[config.mk]
export PLATFORM = sky130hd
export DESIGN_NAME = md5_byte_stream_hasher_unit
export DESIGN_NICKNAME = d
export VERILOG_FILES = /design/src/sv/md5_pkg.sv /design/src/sv/md5_block_buf.sv /design/src/sv/md5_round_unit.sv /design/src/sv/md5_byte_stream_hasher_unit.sv
export SDC_FILE = /design/constraint.sdc
export NUM_CORES = 2
export LEC_CHECK = 0
export ABC_AREA = 1
export BUFFER_PORTS_ARGS = -buffer_cell sky130_fd_sc_hd__buf_2
export CORE_AREA = 2 2 419 421
export DETAILED_ROUTE_END_ITERATION = 8
export DIE_AREA = 0 0 421 423
export GPL_TIMING_DRIVEN = 0
export PLACE_DENSITY = 0.54
export SYNTH_ARGS = -nofsm -noshare
export SYNTH_HDL_FRONTEND = slang
export SYNTH_SLANG_ARGS = --single-unit
export TNS_END_PERCENT = 10
[constraint.sdc]
create_clock -name clk -period 9.7 [get_ports clk]
set_clock_uncertainty 0.1 [all_clocks]
set_input_delay 2.91 -clock clk [delete_from_list [all_inputs] [get_ports clk]]
set_output_delay 2.91 -clock clk [all_outputs]
set_load 0.01 [all_outputs]
[src/sv/md5_pkg.sv]
// md5_pkg: shared types, constants and round tables for the md5 byte stream hasher
// no dependencies; imported by md5_block_buf, md5_round_unit and the top level
package md5_pkg;

  // sequencer states of the top level
  typedef enum logic [2:0] {
    ST_IDLE,
    ST_PAD,
    ST_LOAD,
    ST_ROUND,
    ST_ADD,
    ST_DONE
  } md5_state_t;

  // padding phases: marker byte, zero fill, length bytes
  typedef enum logic [1:0] {
    PH_MARK,
    PH_ZERO,
    PH_LEN
  } md5_phase_t;

  // four md5 working or chaining words
  typedef struct packed {
    logic [31:0] d;
    logic [31:0] c;
    logic [31:0] b;
    logic [31:0] a;
  } md5_abcd_t;

  // byte write into the block buffer
  typedef struct packed {
    logic       en;
    logic [5:0] addr;
    logic [7:0] data;
  } md5_buf_wr_t;

  localparam logic [31:0] MD5_INIT_A = 32'h67452301;
  localparam logic [31:0] MD5_INIT_B = 32'hefcdab89;
  localparam logic [31:0] MD5_INIT_C = 32'h98badcfe;
  localparam logic [31:0] MD5_INIT_D = 32'h10325476;

  localparam logic [7:0] MD5_PAD_MARK = 8'h80;
  localparam logic [5:0] MD5_LEN_POS  = 6'd56;
  localparam logic [5:0] MD5_LAST_POS = 6'd63;

  localparam md5_abcd_t MD5_INIT = '{d: MD5_INIT_D, c: MD5_INIT_C, b: MD5_INIT_B,
                                     a: MD5_INIT_A};

  // additive constant of each round
  function automatic logic [31:0] md5_k(input logic [5:0] rnd);
    logic [31:0] k;
    begin
      unique case (rnd)
        6'd0:  k = 32'hd76aa478;  6'd1:  k = 32'he8c7b756;
        6'd2:  k = 32'h242070db;  6'd3:  k = 32'hc1bdceee;
        6'd4:  k = 32'hf57c0faf;  6'd5:  k = 32'h4787c62a;
        6'd6:  k = 32'ha8304613;  6'd7:  k = 32'hfd469501;
        6'd8:  k = 32'h698098d8;  6'd9:  k = 32'h8b44f7af;
        6'd10: k = 32'hffff5bb1;  6'd11: k = 32'h895cd7be;
        6'd12: k = 32'h6b901122;  6'd13: k = 32'hfd987193;
        6'd14: k = 32'ha679438e;  6'd15: k = 32'h49b40821;
        6'd16: k = 32'hf61e2562;  6'd17: k = 32'hc040b340;
        6'd18: k = 32'h265e5a51;  6'd19: k = 32'he9b6c7aa;
        6'd20: k = 32'hd62f105d;  6'd21: k = 32'h02441453;
        6'd22: k = 32'hd8a1e681;  6'd23: k = 32'he7d3fbc8;
        6'd24: k = 32'h21e1cde6;  6'd25: k = 32'hc33707d6;
        6'd26: k = 32'hf4d50d87;  6'd27: k = 32'h455a14ed;
        6'd28: k = 32'ha9e3e905;  6'd29: k = 32'hfcefa3f8;
        6'd30: k = 32'h676f02d9;  6'd31: k = 32'h8d2a4c8a;
        6'd32: k = 32'hfffa3942;  6'd33: k = 32'h8771f681;
        6'd34: k = 32'h6d9d6122;  6'd35: k = 32'hfde5380c;
        6'd36: k = 32'ha4beea44;  6'd37: k = 32'h4bdecfa9;
        6'd38: k = 32'hf6bb4b60;  6'd39: k = 32'hbebfbc70;
        6'd40: k = 32'h289b7ec6;  6'd41: k = 32'heaa127fa;
        6'd42: k = 32'hd4ef3085;  6'd43: k = 32'h04881d05;
        6'd44: k = 32'hd9d4d039;  6'd45: k = 32'he6db99e5;
        6'd46: k = 32'h1fa27cf8;  6'd47: k = 32'hc4ac5665;
        6'd48: k = 32'hf4292244;  6'd49: k = 32'h432aff97;
        6'd50: k = 32'hab9423a7;  6'd51: k = 32'hfc93a039;
        6'd52: k = 32'h655b59c3;  6'd53: k = 32'h8f0ccc92;
        6'd54: k = 32'hffeff47d;  6'd55: k = 32'h85845dd1;
        6'd56: k = 32'h6fa87e4f;  6'd57: k = 32'hfe2ce6e0;
        6'd58: k = 32'ha3014314;  6'd59: k = 32'h4e0811a1;
        6'd60: k = 32'hf7537e82;  6'd61: k = 32'hbd3af235;
        6'd62: k = 32'h2ad7d2bb;  6'd63: k = 32'heb86d391;
        default: k = '0;
      endcase
      return k;
    end
  endfunction

  // rotate amount of each round, repeating by quarter
  function automatic logic [4:0] md5_s(input logic [5:0] rnd);
    logic [4:0] s;
    begin
      unique case ({rnd[5:4], rnd[1:0]})
        4'b0000: s = 5'd7;   4'b0001: s = 5'd12;
        4'b0010: s = 5'd17;  4'b0011: s = 5'd22;
        4'b0100: s = 5'd5;   4'b0101: s = 5'd9;
        4'b0110: s = 5'd14;  4'b0111: s = 5'd20;
        4'b1000: s = 5'd4;   4'b1001: s = 5'd11;
        4'b1010: s = 5'd16;  4'b1011: s = 5'd23;
        4'b1100: s = 5'd6;   4'b1101: s = 5'd10;
        4'b1110: s = 5'd15;  4'b1111: s = 5'd21;
        default: s = '0;
      endcase
      return s;
    end
  endfunction

  // message word used by each round; multiples of 16 drop out modulo 16
  function automatic logic [3:0] md5_widx(input logic [5:0] rnd);
    logic [7:0] lo;
    logic [7:0] t;
    begin
      lo = {4'd0, rnd[3:0]};
      unique case (rnd[5:4])
        2'd0:    t = lo;
        2'd1:    t = 8'(lo * 8'd5 + 8'd1);
        2'd2:    t = 8'(lo * 8'd3 + 8'd5);
        2'd3:    t = 8'(lo * 8'd7);
        default: t = lo;
      endcase
      return t[3:0];
    end
  endfunction

endpackage

[src/sv/md5_block_buf.sv]
// md5_block_buf: 64-byte message block held as 16 little-endian words
// byte-lane writes, one registered word read per cycle; uses md5_pkg
module md5_block_buf
  import md5_pkg::*;
(
  input  logic        clk,
  input  md5_buf_wr_t wr,
  input  logic [3:0]  rd_addr,
  output logic [31:0] rd_data
);

  logic [31:0] mem [16];
  logic [31:0] rd_data_r;

  // byte write into its lane of the addressed word
  always_ff @(posedge clk) begin
    if (wr.en) begin
      mem[wr.addr[5:2]][{wr.addr[1:0], 3'b000} +: 8] <= wr.data;
    end
  end

  // registered word read
  always_ff @(posedge clk) begin
    rd_data_r <= mem[rd_addr];
  end

  assign rd_data = rd_data_r;

endmodule

[src/sv/md5_round_unit.sv]
// md5_round_unit: one md5 round step, shared across all 64 rounds of a block
// round function, constant and rotate chosen by the round number; uses md5_pkg
module md5_round_unit
  import md5_pkg::*;
(
  input  md5_abcd_t   cur,
  input  logic [31:0] word,
  input  logic [5:0]  rnd,
  output md5_abcd_t   nxt
);

  logic [31:0] f;
  logic [31:0] sum;
  logic [63:0] rot_dbl;

  // boolean function of the current quarter
  always_comb begin
    unique case (rnd[5:4])
      2'd0:    f = (cur.b & cur.c) | (~cur.b & cur.d);
      2'd1:    f = (cur.b & cur.d) | (cur.c & ~cur.d);
      2'd2:    f = cur.b ^ cur.c ^ cur.d;
      2'd3:    f = cur.c ^ (cur.b | ~cur.d);
      default: f = '0;
    endcase
  end

  // add, rotate left, add
  assign sum     = cur.a + f + md5_k(rnd) + word;
  assign rot_dbl = {sum, sum} << md5_s(rnd);

  assign nxt.a = cur.d;
  assign nxt.d = cur.c;
  assign nxt.c = cur.b;
  assign nxt.b = cur.b + rot_dbl[63:32];

endmodule

[src/sv/md5_byte_stream_hasher_unit.sv]
// md5_byte_stream_hasher_unit: top level of the md5 byte stream hasher
// sequencer, length counter and chaining words; uses md5_pkg, md5_block_buf,
// md5_round_unit
//
// input channel: in_tdata carries one byte, in_tuser says the byte belongs to
// the message, in_tlast ends the message. output channel: one 128-bit digest
// item per message, digest byte 0 in out_tdata[7:0].
// an item that does not fill a block is taken in idle, ready for the next. the
// item that fills the 64-byte block starts a busy block pass: one word prefetch,
// 64 rounds through the single round unit (one round a cycle) and one chaining add.
// an end item then writes the padding one byte a cycle up to the end of the
// block (9 to 64 bytes); with fewer than 9 bytes free it writes 0 to 8 bytes,
// runs one extra block pass and writes 64 more padding bytes. the final block
// pass and the digest handover, which waits for a free output register, follow.
// in_tready is low throughout.
// the digest sits in an output register; the block goes back to accepting
// bytes while it waits, and only a later digest waits for out_tready.
// reset (rst_n low, synchronous) loads the initial chaining words, clears the
// byte count and bit length and drops out_tvalid.
module md5_byte_stream_hasher_unit
  import md5_pkg::*;
(
  input  logic         clk,
  input  logic         rst_n,
  // input item
  input  logic         in_tvalid,
  output logic         in_tready,
  input  logic [7:0]   in_tdata,   // data_byte[7:0]
  input  logic         in_tuser,   // byte_valid
  input  logic         in_tlast,   // end_of_message
  // result item
  output logic         out_tvalid,
  input  logic         out_tready,
  output logic [127:0] out_tdata   // digest_low_half[63:0], digest_high_half[127:64]
);

  md5_state_t   state_r, state_nxt;
  md5_phase_t   phase_r, phase_nxt;
  logic [5:0]   fill_r, fill_nxt;
  logic [63:0]  len_r, len_nxt;
  md5_abcd_t    chain_r, chain_nxt;
  md5_abcd_t    work_r, work_nxt;
  logic [5:0]   rnd_r, rnd_nxt;
  logic         pad_on_r, pad_on_nxt;
  logic         fin_r, fin_nxt;
  logic         out_valid_r, out_valid_nxt;
  logic [127:0] out_data_r, out_data_nxt;

  md5_buf_wr_t  buf_wr;
  logic [3:0]   rd_addr;
  logic [31:0]  rd_word;
  md5_abcd_t    round_out;

  md5_block_buf u_buf (
    .clk     (clk),
    .wr      (buf_wr),
    .rd_addr (rd_addr),
    .rd_data (rd_word)
  );

  md5_round_unit u_round (
    .cur  (work_r),
    .word (rd_word),
    .rnd  (rnd_r),
    .nxt  (round_out)
  );

  // control registers
  always_ff @(posedge clk) begin
    if (!rst_n) begin
      state_r     <= ST_IDLE;
      phase_r     <= PH_MARK;
      fill_r      <= '0;
      len_r       <= '0;
      chain_r     <= MD5_INIT;
      rnd_r       <= '0;
      pad_on_r    <= 1'b0;
      fin_r       <= 1'b0;
      out_valid_r <= 1'b0;
    end else begin
      state_r     <= state_nxt;
      phase_r     <= phase_nxt;
      fill_r      <= fill_nxt;
      len_r       <= len_nxt;
      chain_r     <= chain_nxt;
      rnd_r       <= rnd_nxt;
      pad_on_r    <= pad_on_nxt;
      fin_r       <= fin_nxt;
      out_valid_r <= out_valid_nxt;
    end
  end

  // datapath registers
  always_ff @(posedge clk) begin
    work_r     <= work_nxt;
    out_data_r <= out_data_nxt;
  end

  // sequencer
  always_comb begin
    state_nxt     = state_r;
    phase_nxt     = phase_r;
    fill_nxt      = fill_r;
    len_nxt       = len_r;
    chain_nxt     = chain_r;
    work_nxt      = work_r;
    rnd_nxt       = rnd_r;
    pad_on_nxt    = pad_on_r;
    fin_nxt       = fin_r;
    out_data_nxt  = out_data_r;
    out_valid_nxt = out_valid_r;
    in_tready     = 1'b0;
    buf_wr        = '0;
    rd_addr       = md5_widx(6'(rnd_r + 6'd1));

    // digest taken by the receiver
    if (out_valid_r && out_tready) begin
      out_valid_nxt = 1'b0;
    end

    unique case (state_r)
      ST_IDLE: begin
        in_tready = 1'b1;
        if (in_tvalid) begin
          if (in_tuser) begin
            buf_wr.en   = 1'b1;
            buf_wr.addr = fill_r;
            buf_wr.data = in_tdata;
            fill_nxt    = 6'(fill_r + 6'd1);
            len_nxt     = 64'(len_r + 64'd8);
          end
          if (in_tlast) begin
            pad_on_nxt = 1'b1;
            phase_nxt  = PH_MARK;
          end
          if (in_tuser && fill_r == MD5_LAST_POS) begin
            state_nxt = ST_LOAD;
          end else if (in_tlast) begin
            state_nxt = ST_PAD;
          end
        end
      end

      ST_PAD: begin
        buf_wr.en   = 1'b1;
        buf_wr.addr = fill_r;
        fill_nxt    = 6'(fill_r + 6'd1);
        unique case (phase_r)
          PH_MARK: begin
            buf_wr.data = MD5_PAD_MARK;
            phase_nxt   = PH_ZERO;
          end
          PH_ZERO: begin
            if (fill_r == MD5_LEN_POS) begin
              buf_wr.data = len_r[7:0];
              phase_nxt   = PH_LEN;
            end else begin
              buf_wr.data = '0;
            end
          end
          PH_LEN: begin
            buf_wr.data = len_r[{fill_r[2:0], 3'b000} +: 8];
            if (fill_r == MD5_LAST_POS) begin
              fin_nxt = 1'b1;
            end
          end
          default: buf_wr.data = '0;
        endcase
        if (fill_r == MD5_LAST_POS) begin
          state_nxt = ST_LOAD;
        end
      end

      // prefetch word for round 0 and load the working words
      ST_LOAD: begin
        rd_addr   = md5_widx(6'd0);
        work_nxt  = chain_r;
        rnd_nxt   = '0;
        state_nxt = ST_ROUND;
      end

      ST_ROUND: begin
        work_nxt = round_out;
        rnd_nxt  = 6'(rnd_r + 6'd1);
        if (rnd_r == MD5_LAST_POS) begin
          state_nxt = ST_ADD;
        end
      end

      // fold the block result into the chaining words
      ST_ADD: begin
        chain_nxt.a = chain_r.a + work_r.a;
        chain_nxt.b = chain_r.b + work_r.b;
        chain_nxt.c = chain_r.c + work_r.c;
        chain_nxt.d = chain_r.d + work_r.d;
        if (fin_r) begin
          state_nxt = ST_DONE;
        end else if (pad_on_r) begin
          state_nxt = ST_PAD;
        end else begin
          state_nxt = ST_IDLE;
        end
      end

      // hand the digest over once the output register is free
      ST_DONE: begin
        if (!out_valid_r || out_tready) begin
          out_data_nxt  = {chain_r.d, chain_r.c, chain_r.b, chain_r.a};
          out_valid_nxt = 1'b1;
          chain_nxt     = MD5_INIT;
          len_nxt       = '0;
          fill_nxt      = '0;
          pad_on_nxt    = 1'b0;
          fin_nxt       = 1'b0;
          state_nxt     = ST_IDLE;
        end
      end

      default: state_nxt = ST_IDLE;
    endcase
  end

  assign out_tvalid = out_valid_r;
  assign out_tdata  = out_data_r;

endmodule
==> results by stage <==
Flow run:
- The max-cap violation count is 1.

Critical path:
- The slowest cell on the critical path is a311oi_1.
- The kind of critical path is flop to flop.
- The cell that appears most often on the critical path is nand2_1.
- In this design, the stage delay of the slowest critical-path cell is 0.95 ns.
- The worst setup path is launched from a flop.
- The arrival time reported for the critical path endpoint is 9.25 ns.
- At the worst endpoint, the required time is 10.12 ns.
- The kind of end point of the critical path is a flop.
- In this run the worst path has a maximum fanout of 10.

Timing:
- Headroom to the max-slew limit came out at -4.27%.
- The final max-slew violation count is 11.
- The count of final hold-check violations is 0.
- Timing would allow up to 113 MHz.
- Setup repair after global routing left no endpoint under its margin.
- The post-route worst setup slack is 0.867 ns.
- The setup violation total in the final timing report is 0.
- For the finished layout, the period the worst path requires is 8.83 ns.
- The final critical-path share of the clock period is 91.1%.
- For the pin with the worst max-slew slack, the measured transition is 1.56 ns.

Finish:
- The number of nets in the layout is 7790.
- The fraction of layout instances using a drive strength above 1 is 6.77%.
- The number of standard cells in the layout, taps in and fillers out is 9922.
- The library cells used most frequently in the layout, excluding fill and tap cells, are nand2_1 (1571), inv_1 (966), edfxtp_1 (768).
- The most common library cell in the layout ignoring fill and taps is nand2_1.
- From synthesis to final layout, the design area changed by 12.8%.

Synthesis:
- The post-synthesis instance total is 7218.
- The proportion of netlist area held by the largest area contributor is 38.3%.
- Yosys attributes the largest share of cell area to edfxtp_1 (38%), nand2_1 (9.8%), dfxtp_1 (9.2%), inv_1 (6.0%), nand3_1 (6.0%).
- The number of library cell types mapped by synthesis is 71.
- The synthesis-stage register bit count is 1046.
- The leading area contributor after synthesis is edfxtp_1.
- In the synthesized netlist the dominant register cell turns out to be edfxtp_1.
- The area of the mapped netlist is 0.0603 mm^2.
- The Yosys step of the flow raised 0 warnings.
- The post-synthesis net count is 7517.
- The share of the yosys chip area belonging to registers is 47.5%.
- The mean area per synthesized cell is 8.35 um^2.
- For this run, asynchronously set or reset flops after synthesis account for 0%.
- The count of flip-flops with a built-in enable after synthesis is 768.

Detailed routing:
- The total via count in the routed design is 54000.
- After detailed routing, the number of vias per cell comes to 5.44.
- Dividing the detail-routed wire length by the instance count gives 24.6 um.
- For this run, design rule violations remaining after detail routing come to 0.
- The detail route stage leaves a number of antenna-violating nets equal to 0.
- The detailed router's first-iteration violation count is 5933.
- The detailed-route wire length is 244000 um.
- The pre-antenna-repair detailed-routing pass consisted of 8 iterations.

Run status:
- The run finished, with violations left.
- The final reports fail on max-capacitance violations, max-slew violations.

Pwr:
- The power density normalized to cell area is 406 mW/mm^2.
- Across the VDD grid, the largest voltage drop is 0.000383 V.
- The leakage power figure is 27.4 nW.

Min path:
- The min-delay analysis places its worst path in the category flop to flop.

Clocking:
- The clock-pin slew of the registers on the worst-case setup and hold paths is 0.06 ns.
- TritonCTS built the clock tree.
- The number of resized instances in the post-cts repair step is 0.
- The number of buffers inserted by post-CTS setup repair is 0.
- Hold repair after CTS inserted 0 buffers.
- The clock sink total is 1046.
- TritonCTS created 116 clock buffers.
- In this run the deepest clock path goes through 3 buffers.
- In this run the clock root is driven by a clkbuf_16.
- The source-to-sink clock delay at the later pin of the worst-skew pair is 0.83 ns.
- The number of levels the H-tree was split into is 3.

Die:
- The starting utilization of the core area is 34.8%.
- Row generation in the floorplan step produced 153 rows.
- The die covers 0.178 mm^2.
- The floorplan die width is 421 um.
- 144 I/O pins were placed.
- The floorplan step defined a core boundary enclosing 0.173 mm^2.
- From bottom edge to top edge, the die measures 423 um.

Placement:
- The placed wire-length estimate is 191000 um.
- OpenSTA, run right after detailed placement, puts the worst setup slack at 0.840 ns.
- The count of buffers added on input and output ports is 142.
- Routability-driven placement finished with a final weighted congestion of 0.966.
- The total placed cells including tap cells is 9697.

Global route:
- Entering global routing, the biggest net connects 38 pins.
- The overall routing resource usage is 26.7%.
- The number of antenna violations at the first check in global routing is 10.
- The number of global-route vias before repair came to 50800.
- The total grt overflow is 0.
- The global-route wire length before repair is 349000 um.
==> report_power, final <==
part	leakage, nW	total [W]	internal, W	switching (W)
Clock	1.84	0.00444	0.00245	0.00200
Sequential	8.77	0.00629	0.00550	0.000791
Combinational	16.8	0.0168	0.00526	0.0116
Total	27.4	0.0276	0.0132	0.0144
==> path summary, 6_finish.rpt <==
check                        start                     to  slack [ns]  cells past startpoint
min          pad_on_r$_SDFFE_PN0P_  pad_on_r$_SDFFE_PN0P_        0.38                      2
max reg2reg  rnd_r[4]$_SDFFE_PN0N_   work_r[52]$_DFFE_PN_        0.87                     39
max          rnd_r[4]$_SDFFE_PN0N_   work_r[52]$_DFFE_PN_        0.87                     39
min reg2reg  pad_on_r$_SDFFE_PN0P_  pad_on_r$_SDFFE_PN0P_        0.38                      2
==> stage by stage <==
step                      hold slack, ns  util [%]  cell area [um^2]  power, W  TNS (ns)
after floorplan                    0.336         -             60300    0.0172         0
after global placement             0.352      36.9             63900    0.0227   -276.14
after detailed placement           0.369      37.0             64200    0.0228         0
after CTS                          0.377      39.2             68000    0.0273         0
after global routing               0.407      39.2             68000    0.0296         0
final                              0.375      39.2             68000    0.0276         0
==> metal layers <==
metal  share of wire (%)  vias to the layer above  track usage, %
li1                    -                    25300               -
met1                  43                    25900            35.6
met2                  45                     2372            42.3
met3                 7.7                      461            4.35
met4                 5.1                       10            12.2
met5               0.028                        -               0
==> flip-flops by register name, indices dropped and copies added, names as in the netlist, named ones only <==
signal	flops
fill_r	6
fin_r	1
work_r	128
u_buf.mem	512
state_r	3
rnd_r	6
len_r	61
out_tdata	128
out_tvalid	1
u_buf.rd_data	32
phase_r	2
pad_on_r	1
chain_r	128
==> cell families (layout without fill, tap and decap cells) <==
logic type / after synthesis / count (layout) / share of synthesized area [%]
AND/OR/NAND/NOR: 2996 / 2996 / 21.2
AO/OA/AOI/OAI: 1495 / 1495 / 14.7
buffers and inverters: 1281 / 1657 / 8.17
flip-flops: 1046 / 1046 / 47.5
adder cells (fa/ha/maj): 285 / 285 / 6.76
XOR/XNOR: 112 / 112 / 1.65
multiplexers: 3 / 3 / 0.0498
other: 0 / 3 / 0
==> cell usage after synthesis (82+ instances only) <==
cell / instances
nor3_1: 82
a21oi_1: 461
ha_1: 217
clkbuf_1: 180
nand3_1: 717
nor2_1: 467
inv_1: 966
o21ai_0: 497
o211ai_1: 323
dfxtp_1: 278
nand2_1: 1571
edfxtp_1: 768
==> critical path, delay by kind of cell, from the launching register on <==
kind                       cells  cell delay, ns
adders and majority gates      4            1.50
xor gates and xnor gates       1            0.34
AOI/OAI and AO/OA              7            2.12
DFF                            1            0.43
and+or+nand+nor               21            2.68
buffers and inverters          6            1.41
==> cell type report <==
class / instances / area (um^2)
plain buffers: 285 / 1180
fillers: 17600 / 105000
well taps: 2325 / 2910
diodes: 3 / 7.51
clock inverters: 73 / 628
inverters: 996 / 3740
clock buffers: 148 / 3180
flip-flops and latches: 1046 / 28600
multi-input cells: 4891 / 26800
repair buffers: 155 / 952
No activity file was read; power rests on OpenSTA's default activity.
